`src/hw/rtl/buddy_block_allocator_core_assert.svh`:
```
// Assertion macros of the buddy allocator RTL, used by bba_datapath.
// Needs a clock named clk and an active-high reset named rst in scope.
`ifndef BUDDY_BLOCK_ALLOCATOR_CORE_ASSERT_SVH
`define BUDDY_BLOCK_ALLOCATOR_CORE_ASSERT_SVH
`ifndef NO_ASSERTIONS
`define BBA_ASSERT(lbl, prop, msg) \
  lbl: assert property (@(posedge clk) disable iff (rst) prop) else $error(msg);
`define BBA_ASSERT_ALWAYS(lbl, prop, msg) \
  lbl: assert property (@(posedge clk) prop) else $error(msg);
`else
`define BBA_ASSERT(lbl, prop, msg)
`define BBA_ASSERT_ALWAYS(lbl, prop, msg)
`endif
`endif

```
`src/hw/rtl/bba_pkg.sv`:
```
// Shared types and constants of the buddy block allocator.
// Used by bba_ctrl, bba_datapath and buddy_block_allocator_core.
`default_nettype none
package bba_pkg;

  localparam int DEF_TOP_BLOCKS  = 32;
  localparam int DEF_TOP_ORDER   = 10;
  localparam int MIN_SHIFT       = 7;
  localparam int MIN_BLOCK_BYTES = 1 << MIN_SHIFT;

  localparam int REQ_W    = 20;
  localparam int FU_W     = 15;
  localparam int HDR_W    = 7;
  localparam int OFF_W    = 22;
  localparam int ORD_W    = 4;
  localparam int STATUS_W = 2;

  localparam logic [HDR_W-1:0] HDR_RESET = 7'd48;
  localparam logic [ORD_W-1:0] NO_ORDER  = 4'hF;

  typedef enum logic [0:0] {
    OP_ALLOC = 1'b0,
    OP_FREE  = 1'b1
  } op_t;

  typedef enum logic [STATUS_W-1:0] {
    ST_OK      = 2'd0,
    ST_NOFREE  = 2'd1,
    ST_BADSIZE = 2'd2,
    ST_BADFREE = 2'd3
  } status_t;

  typedef enum logic [4:0] {
    CMD_NONE,
    CMD_CLEAR,
    CMD_LOAD,
    CMD_SCAN_INIT,
    CMD_SCAN_RD,
    CMD_SCAN_NEXT,
    CMD_SCAN_HIT,
    CMD_LVL_STEP,
    CMD_TAKE,
    CMD_SPLIT_RD,
    CMD_SPLIT_WR,
    CMD_AO_WR,
    CMD_FREE_RD,
    CMD_FREE_TAKE,
    CMD_MRG_RD,
    CMD_MRG_EV,
    CMD_SET_RD,
    CMD_SET_WR,
    CMD_RESULT
  } cmd_t;

  typedef enum logic [4:0] {
    S_CLEAR,
    S_IDLE,
    S_CHECK,
    S_SCAN_RD,
    S_SCAN_EV,
    S_LVL,
    S_TAKE,
    S_SPLIT,
    S_SPLIT_WR,
    S_AO_WR,
    S_FREE_RD,
    S_FREE_CHK,
    S_MRG,
    S_MRG_EV,
    S_SET_RD,
    S_SET_WR,
    S_RES
  } state_t;

  typedef struct packed {
    cmd_t    op;
    status_t res_status;
  } ctrl_cmd_t;

  typedef struct packed {
    logic clr_done;
    logic is_free;
    logic bad_size;
    logic bad_unit;
    logic scan_hit;
    logic scan_last;
    logic lvl_done;
    logic split_done;
    logic ao_none;
    logic ord_top;
    logic buddy_free;
    logic slot_free;
  } dp_status_t;

endpackage
`default_nettype wire

```
`src/hw/rtl/bba_ctrl.sv`:
```
// Sequencer of the buddy allocator: walks each request through the
// datapath by commands. Depends on bba_pkg.
`default_nettype none
module bba_ctrl (
  input  wire                 clk,
  input  wire                 rst,
  input  wire                 in_valid,
  output logic                in_ready,
  input  bba_pkg::dp_status_t st,
  output bba_pkg::ctrl_cmd_t  cmd
);
  import bba_pkg::*;

  state_t  state, state_next;
  status_t res_code, res_code_next;

  always_ff @(posedge clk) begin
    if (rst) begin
      state    <= S_CLEAR;
      res_code <= ST_OK;
    end else begin
      state    <= state_next;
      res_code <= res_code_next;
    end
  end

  always_comb begin
    state_next     = state;
    res_code_next  = res_code;
    cmd.op         = CMD_NONE;
    cmd.res_status = res_code;
    in_ready       = 1'b0;
    case (state)
      S_CLEAR: begin
        cmd.op = CMD_CLEAR;
        if (st.clr_done) state_next = S_IDLE;
      end
      S_IDLE: begin
        in_ready = 1'b1;
        if (in_valid) begin
          cmd.op     = CMD_LOAD;
          state_next = S_CHECK;
        end
      end
      S_CHECK: begin
        if (st.is_free) begin
          if (st.bad_unit) begin
            res_code_next = ST_BADFREE;
            state_next    = S_RES;
          end else begin
            state_next = S_FREE_RD;
          end
        end else if (st.bad_size) begin
          res_code_next = ST_BADSIZE;
          state_next    = S_RES;
        end else begin
          cmd.op     = CMD_SCAN_INIT;
          state_next = S_SCAN_RD;
        end
      end
      S_SCAN_RD: begin
        cmd.op     = CMD_SCAN_RD;
        state_next = S_SCAN_EV;
      end
      S_SCAN_EV: begin
        if (st.scan_hit) begin
          cmd.op     = CMD_SCAN_HIT;
          state_next = S_LVL;
        end else if (st.scan_last) begin
          res_code_next = ST_NOFREE;
          state_next    = S_RES;
        end else begin
          cmd.op     = CMD_SCAN_NEXT;
          state_next = S_SCAN_RD;
        end
      end
      S_LVL: begin
        if (st.lvl_done) state_next = S_TAKE;
        else cmd.op = CMD_LVL_STEP;
      end
      S_TAKE: begin
        cmd.op     = CMD_TAKE;
        state_next = S_SPLIT;
      end
      S_SPLIT: begin
        if (st.split_done) begin
          state_next = S_AO_WR;
        end else begin
          cmd.op     = CMD_SPLIT_RD;
          state_next = S_SPLIT_WR;
        end
      end
      S_SPLIT_WR: begin
        cmd.op     = CMD_SPLIT_WR;
        state_next = S_SPLIT;
      end
      S_AO_WR: begin
        cmd.op        = CMD_AO_WR;
        res_code_next = ST_OK;
        state_next    = S_RES;
      end
      S_FREE_RD: begin
        cmd.op     = CMD_FREE_RD;
        state_next = S_FREE_CHK;
      end
      S_FREE_CHK: begin
        if (st.ao_none) begin
          res_code_next = ST_BADFREE;
          state_next    = S_RES;
        end else begin
          cmd.op     = CMD_FREE_TAKE;
          state_next = S_MRG;
        end
      end
      S_MRG: begin
        if (st.ord_top) begin
          state_next = S_SET_RD;
        end else begin
          cmd.op     = CMD_MRG_RD;
          state_next = S_MRG_EV;
        end
      end
      S_MRG_EV: begin
        if (st.buddy_free) begin
          cmd.op     = CMD_MRG_EV;
          state_next = S_MRG;
        end else begin
          state_next = S_SET_RD;
        end
      end
      S_SET_RD: begin
        cmd.op     = CMD_SET_RD;
        state_next = S_SET_WR;
      end
      S_SET_WR: begin
        cmd.op        = CMD_SET_WR;
        res_code_next = ST_OK;
        state_next    = S_RES;
      end
      S_RES: begin
        if (st.slot_free) begin
          cmd.op     = CMD_RESULT;
          state_next = S_IDLE;
        end
      end
      default: state_next = S_CLEAR;
    endcase
  end

endmodule
`default_nettype wire

```
`config.mk`:
```
export PLATFORM = sky130hd
export DESIGN_NAME = bba_ctrl
export DESIGN_NICKNAME = d
export VERILOG_FILES = /design/src/hw/rtl/buddy_block_allocator_core_assert.svh /design/src/hw/rtl/bba_pkg.sv /design/src/hw/rtl/bba_ctrl.sv
export SDC_FILE = /design/constraint.sdc
export NUM_CORES = 1
export LEC_CHECK = 0
export BUFFER_PORTS_ARGS = -buffer_cell sky130_fd_sc_hd__buf_2
export CAP_MARGIN = 10
export CORE_MARGIN = 2
export CORE_UTILIZATION = 35
export CTS_CLUSTER_DIAMETER = 100
export DETAILED_ROUTE_END_ITERATION = 16
export PLACE_DENSITY = 0.56
export SETUP_SLACK_MARGIN = 0.2
export SYNTH_ARGS = -nofsm -noshare
export SYNTH_HDL_FRONTEND = slang
export SYNTH_SLANG_ARGS = --single-unit
export TNS_END_PERCENT = 20
```
`constraint.sdc`:
```
create_clock -name clk -period 2 [get_ports clk]
set_clock_uncertainty 0.2 [all_clocks]
set_input_delay 0.1 -clock clk [delete_from_list [all_inputs] [get_ports clk]]
set_output_delay 0.1 -clock clk [all_outputs]
set_load 0.05 [all_outputs]
```
== After elaboration in Yosys (flattened, before gate mapping) ==
Index checks and enable logic that the tools add are counted.
Cells by class
  reductions and logical operators: 6
  equality and inequality tests: 25
  mux-type cells: 34
Operator list (number)
  $pmux W5 S17: 1
  $pmux W5 S15: 1
  $mux W5: 11
  $eq A5 B4 Y1 const B: 8
  $mux W2: 11
  $eq A5 B3 Y1 const B: 4
  $mux W4: 4
  $ne A2 B2 Y1 const B: 7
  $eq A5 B2 Y1 const B: 2
  $mux W3: 3
  $pmux W2 S4: 1
  $ne A3 B3 Y1 const B: 2
  $reduce_and A6 Y1: 1
  $eq A5 B1 Y1 const B: 1
  $eq A5 B5 Y1 const B: 1
  $logic_not A5 Y1: 1
  $reduce_and A4 Y1: 1
  $reduce_bool A4 Y1: 1
  $reduce_or A2 Y1: 2
  $mux W1: 2
Word-level totals
  output and inout port bits: 8
  flip-flop bits (word level): 7
  logic and storage cells: 67
  input port bits: 15

== Depth between registers and ports, before layout ==
Gate-level depths: netlist (run 1).
  depth after elaboration: 4
  depth in mapped cells: 7

== Worst setup path after synthesis (run 1) ==
No wires, ideal clock.
  kind: reg-to-output
  start: reg state[0]
  end: out cmd[3] (netlist bit)
  path slack: -335 ps
  arrival time: 2035 ps
  path buffers: 1
  required time: 1700 ps
  stages on the path, launching flop included: 6
  cells stage by stage: dfxtp_1 buf_2 nor2b_1 nand2_1 nor2_1 a2111o_1
RTL lines
  start: declaration: line bba_ctrl.sv:14  | state_t state, state_next;
  start signal: assignment: line bba_ctrl.sv:22  | state <= state_next;
  end: declaration: line bba_ctrl.sv:10  | output bba_pkg::ctrl_cmd_t cmd

==> metrics.txt, run 1 <==
# TYPE chip_impl_metric gauge
chip_impl_info{name="worstSetupStartpointType",value="flop"} 1
chip_impl_info{name="top_count_cell_post_synth",value="sky130_fd_sc_hd__nor2_1"} 1
chip_impl_metric{name="die_width",unit="um"} 54.8
chip_impl_metric{name="place_worst_setup_slack",unit="ps"} 138
chip_impl_metric{name="synth_nets",unit=""} 138
chip_impl_metric{name="total_power",unit="mW"} 1.61
chip_impl_info{name="synth_commonest_cells",value="sky130_fd_sc_hd__nor2_1, sky130_fd_sc_hd__a21oi_1, sky130_fd_sc_hd__nand2_1"} 1
chip_impl_metric{name="post-place-cells",unit=""} 180
chip_impl_info{name="worstSetupPathType",value="flop to output port"} 1
chip_impl_metric{name="power_density",unit="nW/um2"} 1200
chip_impl_info{name="cp-startpoint",value="state[3]$_SDFFE_PP0P_"} 1
chip_impl_metric{name="clkSlewWorstSetupHoldPaths",unit="ps"} 60
chip_impl_metric{name="async_reset_ff_share",unit="%"} 0
chip_impl_metric{name="grt_start_max_net_pins",unit=""} 12
chip_impl_metric{name="drt-pass1-iter-count",unit=""} 4
chip_impl_metric{name="drt_wl_total",unit="mm"} 3.22
chip_impl_metric{name="yosys_reg_bits",unit=""} 7
chip_impl_info{name="yosys.area.top_type",value="sky130_fd_sc_hd__dfxtp_1"} 1
chip_impl_info{name="timing.rr.end",value="res_code[0]$_SDFFE_PP0P_"} 1
chip_impl_metric{name="synthesis.yosys.warnings",unit=""} 0
chip_impl_metric{name="global_route.overflow_total",unit=""} 0
chip_impl_metric{name="critical_path_required",unit="ps"} 1700
chip_impl_metric{name="clkLatencyLatePin",unit="ps"} 260
chip_impl_metric{name="globalplace.congestion",unit=""} 0.927
chip_impl_metric{name="initial_antenna_violation_count",unit=""} 0
chip_impl_info{name="worst_r2r_startpoint",value="state[1]$_SDFFE_PP0P_"} 1
chip_impl_info{name="status",value="completed"} 1
chip_impl_metric{name="route.detailed.wl_per_inst",unit="um"} 16.2
chip_impl_metric{name="synthToLayoutAreaGrowth",unit="%"} 48.7
chip_impl_info{name="rsz0062_at_grt",value="true"} 1
chip_impl_metric{name="cts_sinks",unit=""} 7
chip_impl_metric{name="synth.lib_cells_used.distinct",unit=""} 53
chip_impl_metric{name="max_slew_margin",unit="%"} 69.2
chip_impl_metric{name="floorplan.die_area",unit="um2"} 3000
chip_impl_metric{name="cts-buffers-inserted",unit=""} 3
chip_impl_metric{name="cts.path.max_buffers",unit=""} 2
chip_impl_info{name="timing.hold.worst.class",value="primary input to flop"} 1
chip_impl_metric{name="hpwlAfterDp",unit="mm"} 2.27
chip_impl_metric{name="synthesis.area_per_instance",unit="um2"} 7.33
chip_impl_metric{name="worstMarginPinSlew",unit="ps"} 451
chip_impl_info{name="clock_tree.root_cell",value="sky130_fd_sc_hd__clkbuf_4"} 1
chip_impl_metric{name="cp_data_arrival_time",unit="ps"} 1690
chip_impl_metric{name="synthesis.area",unit="um2"} 902
chip_impl_metric{name="setup_viol",unit=""} 0
chip_impl_metric{name="grtUsageTotal",unit="%"} 23.2
chip_impl_info{name="timing.critical_path.slowest_stage_cell",value="sky130_fd_sc_hd__a2111o_2"} 1
chip_impl_metric{name="setup_total_negative_slack",unit="ps"} 0
chip_impl_metric{name="drtIter0Drc",unit=""} 41
chip_impl_metric{name="core_ar",unit="um2"} 2450
chip_impl_metric{name="worst_hold_path.num_cells",unit=""} 3
chip_impl_metric{name="timing.max_cap.violations",unit=""} 0
chip_impl_metric{name="timing_max_transition_violations_final",unit=""} 0
chip_impl_info{name="setup.worst_path.end_class",value="output port"} 1
chip_impl_metric{name="num-fill-cells",unit=""} 226
chip_impl_metric{name="initial_utilization",unit="%"} 36.7
chip_impl_metric{name="portBuffers",unit=""} 22
chip_impl_metric{name="timing.critical_path.slowest_cell_delay",unit="ps"} 430
chip_impl_metric{name="yosysTopAreaCellShare",unit="%"} 15.5
chip_impl_metric{name="r2r_cells",unit=""} 6
chip_impl_metric{name="placementRows",unit=""} 18
chip_impl_metric{name="io_pins",unit=""} 23
chip_impl_info{name="ys.flop_type",value="sky130_fd_sc_hd__dfxtp_1"} 1
chip_impl_metric{name="first_global_vias",unit=""} 1056
chip_impl_metric{name="finalCoreUtilization",unit="%"} 54.6
chip_impl_metric{name="register_area_share_after_synthesis",unit="%"} 15.5
chip_impl_metric{name="route.detailed.vias_per_inst",unit=""} 6.03
chip_impl_metric{name="route.detailed.drc",unit=""} 0
chip_impl_metric{name="setup_ws",unit="ps"} 12.0
chip_impl_metric{name="finalHoldViolCount",unit=""} 0
chip_impl_metric{name="timing.final.crit_share",unit="%"} 99.4
chip_impl_info{name="tritoncts_clock_tree",value="done"} 1
chip_impl_metric{name="number_of_enable_type_register_cells_in_the_synthesized_netlist",unit=""} 0
chip_impl_metric{name="leakagePower",unit="nW"} 0.600
chip_impl_info{name="crit_path_end",value="cmd[3]"} 1
chip_impl_metric{name="drive_above_1_share",unit="%"} 45.2
chip_impl_metric{name="ant_nets",unit=""} 0
chip_impl_metric{name="synth_cells",unit=""} 123
chip_impl_info{name="worstPathCellList",value="nor2_1, buf_4, nand4b_1, nand2_1, a2111o_2, buf_8"} 1
chip_impl_metric{name="fp.dieH",unit="um"} 54.8
chip_impl_metric{name="reg2reg_slack",unit="ps"} 120
chip_impl_info{name="synth_area_leaders",value="sky130_fd_sc_hd__dfxtp_1, sky130_fd_sc_hd__nor2b_1, sky130_fd_sc_hd__nor2_1"} 1
chip_impl_metric{name="fmax",unit="MHz"} 503
chip_impl_metric{name="first_pass_grt_wire_length",unit="mm"} 4.84
chip_impl_metric{name="finish.net_count",unit=""} 184
chip_impl_metric{name="stdcell_count",unit=""} 198
chip_impl_metric{name="critical_path_peak_fanout",unit=""} 11
chip_impl_metric{name="detailroute.via_count",unit=""} 1194
chip_impl_metric{name="finalCriticalPeriod",unit="ps"} 1990
chip_impl_metric{name="worst_ir_drop_vdd",unit="V"} 0.00106
chip_impl_metric{name="n_antenna_cell",unit=""} 0
chip_impl_metric{name="cts_htree_levels",unit=""} 1
layer usage:
layer | part of all wire (%) | vias to the layer above | global-route usage (%)
li1 | - | 562 | -
met1 | 42 | 555 | 28.4
met2 | 48 | 65 | 37.1
met3 | 6.9 | 12 | 5.19
met4 | 3.4 | 0 | 12.9
met5 | 0 | - | 0
layout make-up:
class | instances | area, um2 | share of cell area [%]
Sequential cell | 7 | 155 | 11.6
Timing Repair Buffer | 52 | 388 | 28.9
Tap cell | 30 | 37.5 | 2.80
Inverter | 3 | 11.3 | 0.840
Multi-Input combinational cell | 102 | 723 | 53.9
Clock buffer | 4 | 26.3 | 1.96
state kept, by name (all words and copies together) (netlist names):
signal	flops
state	5
res_code	2
cells by family (layout without fill, tap and decap cells):
| family | after synthesis | in the layout | share of synthesized area (%) |
|---|---|---|---|
| compound gates | 44 | 44 | 36.8 |
| xor+xnor | 1 | 1 | 0.971 |
| buf+inv | 14 | 59 | 9.85 |
| flops | 7 | 7 | 15.5 |
| mux | 2 | 2 | 2.77 |
| simple gates | 55 | 55 | 34.1 |
worst min path at each step:
stage	end	from	slack (ps)
2_1_floorplan	state[3]$_SDFFE_PP0P_	rst	-20
3_3_place_gp	state[2]$_SDFFE_PP0P_	rst	240
3_5_place_dp	state[2]$_SDFFE_PP0P_	rst	230
4_1_cts	state[4]$_SDFFE_PP0P_	st[0]	10
5_1_grt	state[4]$_SDFFE_PP0P_	st[0]	20
6_report	state[4]$_SDFFE_PP0P_	st[0]	20
report_power, final:
part           internal (mW)  switching [mW]  leakage, nW  total (mW)
clock network         0.0768          0.0619       0.0150       0.139
logic                  0.528           0.699        0.525        1.23
registers              0.188          0.0548       0.0599       0.243
worst max-delay path: cells and delay by family, from the launching register on:
| kind | cells | cell delay, ps |
|---|---|---|
| compound gates | 1 | 430 |
| buf+inv | 2 | 330 |
| flops | 1 | 380 |
| simple gates | 3 | 290 |
layout by cell type (no fill, tap or decap), drive strengths merged, types with 2 or more instances in the layout:
master / count
buf: 51
nor2: 11
nand2: 8
a21oi: 8
nor2b: 7
dfxtp: 7
nand3: 6
o21ai: 5
nand2b: 4
a31oi: 4
nor3: 4
clkbuf: 4
inv: 3
o21a: 3
a21o: 3
nand4: 2
and3: 2
o31ai: 2
nor3b: 2
a2111oi: 2
per-stage QoR:
step	instance area (um2)	hold slack [ps]
detailed placement	1100	233
finish	1340	16.4
floorplan	912	-24.0
global route	1340	17.6
CTS	1290	11.4
global placement	1100	239
what timing repair did:
action,4_1_cts,5_1_grt
cloned,0,0
gates resized for setup,26,8
setup buffers,10,3
endpoints found under the setup margin,9,10
pin swaps,7,6
hold buffers,1,0
endpoints found under the hold margin,2,0
No activity file was read; power rests on OpenSTA's default activity.
==> inputs of run 2 (changes only) <==
--- a/config.mk
+++ b/config.mk
@@ -6,13 +6,11 @@
 export NUM_CORES = 1
 export LEC_CHECK = 0
 export BUFFER_PORTS_ARGS = -buffer_cell sky130_fd_sc_hd__buf_2
-export CAP_MARGIN = 10
 export CORE_MARGIN = 2
 export CORE_UTILIZATION = 35
 export CTS_CLUSTER_DIAMETER = 100
 export DETAILED_ROUTE_END_ITERATION = 16
 export PLACE_DENSITY = 0.56
-export SETUP_SLACK_MARGIN = 0.2
 export SYNTH_ARGS = -nofsm -noshare
 export SYNTH_HDL_FRONTEND = slang
 export SYNTH_SLANG_ARGS = --single-unit
==> metrics.txt, run 2 (synthesis gave the netlist of run 1 again) <==
# TYPE chip_impl_metric gauge
chip_impl_info{name="status",value="complete, but fails checks"} 1
chip_impl_info{name="violations_in_the_final_reports",value="negative setup slack"} 1
chip_impl_info{name="timing.critical_path.slowest_stage_cell",value="sky130_fd_sc_hd__dfxtp_4"} 1
chip_impl_metric{name="ant_nets",unit=""} 0
chip_impl_metric{name="route.detailed.drc",unit=""} 0
chip_impl_metric{name="critPathBufInv",unit=""} 2
chip_impl_info{name="worstSetupPathType",value="flop to output port"} 1
chip_impl_metric{name="worstMarginPinSlew",unit="ps"} 365
chip_impl_metric{name="timing.critical_path.slowest_cell_delay",unit="ps"} 360
chip_impl_info{name="worstSetupStartpointType",value="flop"} 1
chip_impl_metric{name="max_slew_margin",unit="%"} 75.0
chip_impl_metric{name="worst_ir_drop_vdd",unit="V"} 0.000827
chip_impl_metric{name="clock_power_share",unit="%"} 8.5
chip_impl_metric{name="power.switching",unit="mW"} 0.816
chip_impl_metric{name="finish.net_count",unit=""} 176
chip_impl_metric{name="power_density",unit="nW/um2"} 1240
chip_impl_metric{name="power.switching_fraction",unit="%"} 49.7
chip_impl_metric{name="clkLatencyLatePin",unit="ps"} 260
chip_impl_info{name="setup.worst_path.end_class",value="output port"} 1
chip_impl_metric{name="finalHoldViolCount",unit=""} 0
chip_impl_metric{name="hpwlAfterDp",unit="mm"} 2.27
chip_impl_metric{name="timing_max_transition_violations_final",unit=""} 0
chip_impl_metric{name="pwr-share-seq",unit="%"} 15.4
chip_impl_metric{name="leakagePower",unit="nW"} 0.577
chip_impl_metric{name="core_ar",unit="um2"} 2450
chip_impl_metric{name="setup_viol",unit=""} 1
chip_impl_metric{name="finalCriticalPeriod",unit="ps"} 2020
chip_impl_metric{name="drt-pass1-iter-count",unit=""} 5
chip_impl_info{name="mostFrequentLayoutCells",value="sky130_fd_sc_hd__buf_4, sky130_fd_sc_hd__buf_2, sky130_fd_sc_hd__nor2_1"} 1
chip_impl_metric{name="internal_dissipation",unit="mW"} 0.825
chip_impl_metric{name="first_pass_grt_wire_length",unit="mm"} 5.16
chip_impl_metric{name="grt_start_max_net_pins",unit=""} 13
chip_impl_metric{name="cts-buffers-inserted",unit=""} 3
chip_impl_metric{name="portBuffers",unit=""} 22
chip_impl_metric{name="timing.hold.ws",unit="ps"} 15.0
chip_impl_info{name="timing.hold.worst.class",value="primary input to flop"} 1
chip_impl_metric{name="cts.path.max_buffers",unit=""} 2
chip_impl_metric{name="drive_above_1_share",unit="%"} 40.6
chip_impl_info{name="layout_commonest_cell",value="sky130_fd_sc_hd__buf_4"} 1
chip_impl_metric{name="max_ffs_per_register",unit=""} 5
chip_impl_metric{name="io_pins",unit=""} 23
chip_impl_info{name="clock_tree.root_cell",value="sky130_fd_sc_hd__clkbuf_4"} 1
chip_impl_metric{name="cts_sinks",unit=""} 7
chip_impl_metric{name="fmax",unit="MHz"} 495
chip_impl_metric{name="clkSlewWorstSetupHoldPaths",unit="ps"} 60
chip_impl_info{name="tritoncts_clock_tree",value="done"} 1
chip_impl_metric{name="globalplace.congestion",unit=""} 0.941
chip_impl_metric{name="initial_utilization",unit="%"} 36.7
chip_impl_metric{name="stdcell_count",unit=""} 190
chip_impl_metric{name="cp_data_arrival_time",unit="ps"} 1720
chip_impl_metric{name="cts_htree_levels",unit=""} 1
chip_impl_metric{name="detailroute.via_count",unit=""} 1156
chip_impl_info{name="largestRegisters",value="state (5), res_code (2)"} 1
chip_impl_metric{name="initial_antenna_violation_count",unit=""} 0
chip_impl_metric{name="post-place-cells",unit=""} 179
chip_impl_metric{name="n_antenna_cell",unit=""} 0
chip_impl_metric{name="route.detailed.wl_per_inst",unit="um"} 17.2
chip_impl_metric{name="drt_wl_total",unit="mm"} 3.26
chip_impl_metric{name="setup_total_negative_slack",unit="ps"} -21.3
chip_impl_metric{name="die_width",unit="um"} 54.8
chip_impl_metric{name="critical_path_required",unit="ps"} 1700
chip_impl_metric{name="synthToLayoutAreaGrowth",unit="%"} 46.2
chip_impl_metric{name="placementRows",unit=""} 18
chip_impl_metric{name="grtUsageTotal",unit="%"} 24.6
chip_impl_info{name="largest-register",value="state"} 1
chip_impl_metric{name="drtIter0Drc",unit=""} 65
chip_impl_metric{name="first_global_vias",unit=""} 1032
chip_impl_metric{name="floorplan.die_area",unit="um2"} 3000
chip_impl_metric{name="route.detailed.vias_per_inst",unit=""} 6.08
chip_impl_info{name="rsz0062_at_grt",value="true"} 1
chip_impl_metric{name="global_route.overflow_total",unit=""} 0
chip_impl_metric{name="fp.dieH",unit="um"} 54.8
chip_impl_metric{name="timing.final.crit_share",unit="%"} 101
chip_impl_metric{name="setup_ws",unit="ps"} -21.3
chip_impl_info{name="worstPathCellList",value="buf_12, and2b_2, a22o_1, o31ai_2, a211o_1, buf_6"} 1
chip_impl_metric{name="critical_path_peak_fanout",unit=""} 6
chip_impl_info{name="cp_top_family",value="compound AO/OA/AOI/OAI gates"} 1
chip_impl_metric{name="place_worst_setup_slack",unit="ps"} 95.9
chip_impl_metric{name="num-fill-cells",unit=""} 239
chip_impl_metric{name="timing.max_cap.violations",unit=""} 0
chip_impl_metric{name="comb_power_share",unit="%"} 76.1
run 2: final timing paths:
kind,from,endpoint,slack [ps],cells after the start
max,state[1]$_SDFFE_PP0P_,cmd[2],-20,6
min,st[0],state[4]$_SDFFE_PP0P_,10,3
max reg2reg,state[1]$_SDFFE_PP0P_,state[0]$_SDFFE_PP0P_,70,5
min reg2reg,res_code[1]$_SDFFE_PP0P_,res_code[1]$_SDFFE_PP0P_,330,1
run 2: power by group through the flow:
stage	combinational, mW	clock [mW]	sequential, mW
2_1_floorplan	0.723	0	0.249
3_3_place_gp	1.00	0	0.233
3_5_place_dp	0.999	0	0.232
4_1_cts	1.18	0.143	0.242
5_1_grt	1.32	0.151	0.260
6_report	1.25	0.140	0.253
run 2: layer usage:
layer	wire, um	global-route usage [%]	share of wire, %	vias to the layer above
met2	1550	39.9	48	65
met1	1420	32.5	43	534
met5	0	0	0	-
met3	245	5.74	7.5	8
met4	48	5.83	1.5	0
li1	-	-	-	549
run 2: per-stage QoR:
| step | power [mW] | utilization (%) | area [um2] |
|---|---|---|---|
| detailed placement | 1.23 | 44.9 | 1100 |
| global placement | 1.23 | 44.9 | 1100 |
| finish | 1.64 | 53.7 | 1320 |
| floorplan | 0.972 | - | 906 |
| CTS | 1.57 | 51.9 | 1270 |
| global route | 1.73 | 53.7 | 1320 |
run 2: final cells by class:
cell class / count / area (um2) / share of cell area (%)
Timing Repair Buffer: 44 / 375 / 28.5
Inverter: 3 / 11.3 / 0.854
Sequential cell: 7 / 155 / 11.8
Clock buffer: 4 / 26.3 / 1.99
Tap cell: 30 / 37.5 / 2.85
Multi-Input combinational cell: 102 / 713 / 54.1
run 2: repair_timing:
item | CTS | global route
buffers inserted | 3 | 1
gates cloned | 2 | 0
gates resized for setup | 18 | 10
pin swaps | 5 | 2
hold buffers | 1 | 0
endpoints found under the setup margin | 5 | 6
hold endpoints to repair | 2 | 0
run 2: worst reg2reg max path: stages (launching register included):
cell and delay (ps):
sky130_fd_sc_hd__dfxtp_4 370, sky130_fd_sc_hd__bufbuf_16 270, sky130_fd_sc_hd__or3b_1 360, sky130_fd_sc_hd__a311o_1 360, sky130_fd_sc_hd__nand4_1 100, sky130_fd_sc_hd__a41o_1 190
==> inputs of run 3 (changes only) <==
--- a/config.mk
+++ b/config.mk
@@ -10,7 +10,7 @@
 export CORE_UTILIZATION = 35
 export CTS_CLUSTER_DIAMETER = 100
 export DETAILED_ROUTE_END_ITERATION = 16
-export PLACE_DENSITY = 0.56
+export PLACE_DENSITY = 0.57
 export SYNTH_ARGS = -nofsm -noshare
 export SYNTH_HDL_FRONTEND = slang
 export SYNTH_SLANG_ARGS = --single-unit
==> metrics.txt, run 3 (synthesis gave the netlist of run 1 again) <==
# TYPE chip_impl_metric gauge
chip_impl_metric{name="finalHoldViolCount",unit=""} 0
chip_impl_metric{name="critical_path_required",unit="ps"} 1700
chip_impl_info{name="setup.worst_path.end_class",value="output port"} 1
chip_impl_metric{name="fp.dieH",unit="um"} 54.8
chip_impl_info{name="busiest_layer",value="met2"} 1
chip_impl_metric{name="floorplan.die_area",unit="um2"} 3000
chip_impl_metric{name="cts-buffers-inserted",unit=""} 3
chip_impl_info{name="rsz0062_at_grt",value="true"} 1
chip_impl_metric{name="multi_input_area",unit="um2"} 717
chip_impl_metric{name="route.detailed.wl_per_inst",unit="um"} 16.2
chip_impl_metric{name="globalRouteMet1Util",unit="%"} 29.5
chip_impl_metric{name="placementRows",unit=""} 18
chip_impl_metric{name="timing.max_cap.violations",unit=""} 0
chip_impl_metric{name="first_global_vias",unit=""} 1018
chip_impl_metric{name="finish.net_count",unit=""} 183
chip_impl_info{name="worstPathCellList",value="nor2_1, buf_4, nand4b_1, nand2_1, a2111o_2, buf_8"} 1
chip_impl_info{name="largest-register",value="state"} 1
chip_impl_info{name="tritoncts_clock_tree",value="done"} 1
chip_impl_info{name="status",value="completed"} 1
chip_impl_info{name="worstSetupPathType",value="flop to output port"} 1
chip_impl_metric{name="core_ar",unit="um2"} 2450
chip_impl_metric{name="ant_nets",unit=""} 0
chip_impl_metric{name="clkSlewWorstSetupHoldPaths",unit="ps"} 60
chip_impl_metric{name="setup_viol",unit=""} 0
chip_impl_metric{name="n_antenna_cell",unit=""} 0
chip_impl_metric{name="grtUsageTotal",unit="%"} 23.0
chip_impl_info{name="timing.rr.end",value="state[0]$_SDFFE_PP0P_"} 1
chip_impl_info{name="largestRegisters",value="state (5), res_code (2)"} 1
chip_impl_metric{name="worst_hold_path.num_cells",unit=""} 3
chip_impl_metric{name="globalRouteMet2Util",unit="%"} 35.9
chip_impl_metric{name="postLayoutCellArea",unit="um2"} 1310
chip_impl_metric{name="portBuffers",unit=""} 22
chip_impl_metric{name="hpwlAfterDp",unit="mm"} 2.35
chip_impl_metric{name="max_slew_margin",unit="%"} 62.4
chip_impl_info{name="mostFrequentLayoutCells",value="sky130_fd_sc_hd__buf_4, sky130_fd_sc_hd__buf_2, sky130_fd_sc_hd__nor2_1"} 1
chip_impl_metric{name="timing.critical_path.slowest_cell_delay",unit="ps"} 420
chip_impl_metric{name="reg2reg_slack",unit="ps"} 130
chip_impl_metric{name="die_width",unit="um"} 54.8
chip_impl_metric{name="synthToLayoutAreaGrowth",unit="%"} 45.2
chip_impl_metric{name="timing_max_transition_violations_final",unit=""} 0
chip_impl_metric{name="num-fill-cells",unit=""} 244
chip_impl_metric{name="fmax",unit="MHz"} 503
chip_impl_metric{name="cts_sinks",unit=""} 7
chip_impl_metric{name="initial_antenna_violation_count",unit=""} 0
chip_impl_metric{name="critical_path_peak_fanout",unit=""} 10
chip_impl_metric{name="drt-pass1-iter-count",unit=""} 4
chip_impl_metric{name="clkLatencyLatePin",unit="ps"} 260
chip_impl_metric{name="leakagePower",unit="nW"} 0.586
chip_impl_metric{name="max_ffs_per_register",unit=""} 5
chip_impl_metric{name="grt_start_max_net_pins",unit=""} 13
chip_impl_metric{name="cts_htree_levels",unit=""} 1
chip_impl_info{name="worstSetupStartpointType",value="flop"} 1
chip_impl_metric{name="register_area",unit="um2"} 155
chip_impl_metric{name="finalCriticalPeriod",unit="ps"} 1990
chip_impl_info{name="timing.critical_path.slowest_stage_cell",value="sky130_fd_sc_hd__a2111o_2"} 1
chip_impl_info{name="layout_commonest_cell",value="sky130_fd_sc_hd__buf_4"} 1
chip_impl_metric{name="globalplace.congestion",unit=""} 0.885
chip_impl_metric{name="worstMarginPinSlew",unit="ps"} 550
chip_impl_metric{name="drtIter0Drc",unit=""} 34
chip_impl_metric{name="route.detailed.drc",unit=""} 0
chip_impl_info{name="min_delay_worst_endpoint",value="state[4]$_SDFFE_PP0P_"} 1
chip_impl_info{name="clock_tree.root_cell",value="sky130_fd_sc_hd__clkbuf_4"} 1
chip_impl_metric{name="r2r_cells",unit=""} 5
chip_impl_metric{name="worst_ir_drop_vdd",unit="V"} 0.000930
chip_impl_metric{name="initial_utilization",unit="%"} 36.7
chip_impl_metric{name="drt_wl_total",unit="mm"} 3.18
chip_impl_metric{name="drive_above_1_share",unit="%"} 42.5
chip_impl_metric{name="stdcell_count",unit=""} 197
chip_impl_metric{name="global_route.overflow_total",unit=""} 0
chip_impl_info{name="hold_path.startpoint",value="st[0]"} 1
chip_impl_metric{name="placed_cell_area",unit="um2"} 1130
chip_impl_info{name="timing.hold.worst.class",value="primary input to flop"} 1
chip_impl_metric{name="grt_use_met3",unit="%"} 4.92
chip_impl_metric{name="first_pass_grt_wire_length",unit="mm"} 4.80
chip_impl_metric{name="io_pins",unit=""} 23
chip_impl_metric{name="timing.final.crit_share",unit="%"} 99.4
chip_impl_info{name="worst_r2r_startpoint",value="state[1]$_SDFFE_PP0P_"} 1
chip_impl_metric{name="power_density",unit="nW/um2"} 1250
chip_impl_metric{name="detailroute.via_count",unit=""} 1190
chip_impl_metric{name="route.detailed.vias_per_inst",unit=""} 6.04
chip_impl_metric{name="cts.path.max_buffers",unit=""} 2
chip_impl_metric{name="setup_total_negative_slack",unit="ps"} 0
chip_impl_metric{name="cp_data_arrival_time",unit="ps"} 1690
chip_impl_metric{name="post-place-cells",unit=""} 185
## run 3: cell types whose count changed in the layout (fill, tap and decap cells not counted), sizes merged
cell    change
bufbuf      -2
clkbuf      +1
buf         +8
## run 3: worst max-delay path: cells and delay by family (launching register included)
kind                   cells  cell delay, ps
AO/OA/AOI/OAI              1             420
buffers and inverters      2             330
flip-flops                 1             390
AND/OR/NAND/NOR            3             290
## run 3: worst max path at each step
stage,startpoint,to,slack [ps],cells past startpoint
floorplan,state[0]$_SDFFE_PP0P_,cmd[5],-40,5
global placement,state[3]$_SDFFE_PP0P_,cmd[6],140,5
detailed placement,state[0]$_SDFFE_PP0P_,state[0]$_SDFFE_PP0P_,120,4
CTS,state[3]$_SDFFE_PP0P_,cmd[3],-20,6
global route,state[3]$_SDFFE_PP0P_,cmd[3],-20,6
finish,state[3]$_SDFFE_PP0P_,cmd[3],10,6
## run 3: through the flow
stage	hold slack (ps)	power [mW]	utilization, %	setup slack (ps)
6_report	19.5	1.63	53.4	12.2
5_1_grt	26.5	1.72	53.4	-24.4
4_1_cts	9.37	1.48	48.7	-21.6
3_5_place_dp	222	1.28	46.2	117
3_3_place_gp	214	1.27	46.2	143
2_1_floorplan	-24.0	0.972	-	-36.1
## run 3: power by group
group / switching, mW / internal (mW)
clock network: 0.0644 / 0.0769
registers: 0.0656 / 0.189
logic: 0.701 / 0.538
## run 3: repair_timing
item	in CTS	in global routing
setup buffers	0	7
hold endpoints to repair	2	0
endpoints found under the setup margin	5	5
hold buffers	1	0
pin swaps	0	5
gates resized for setup	11	18
## run 3: area by class of cell
type                       instances  area share, %
multi-input combinational        102           54.7
timing repair buffer              51           27.7
sequential                         7           11.8
tap                               30           2.87
clock buffer                       4           2.01
inverter                           3          0.860
## run 3: layer usage
| metal | up-vias | wire [um] |
|---|---|---|
| met5 | - | 0 |
| met4 | 0 | 83 |
| met3 | 11 | 244 |
| met2 | 69 | 1510 |
| met1 | 551 | 1350 |
| li1 | 559 | - |
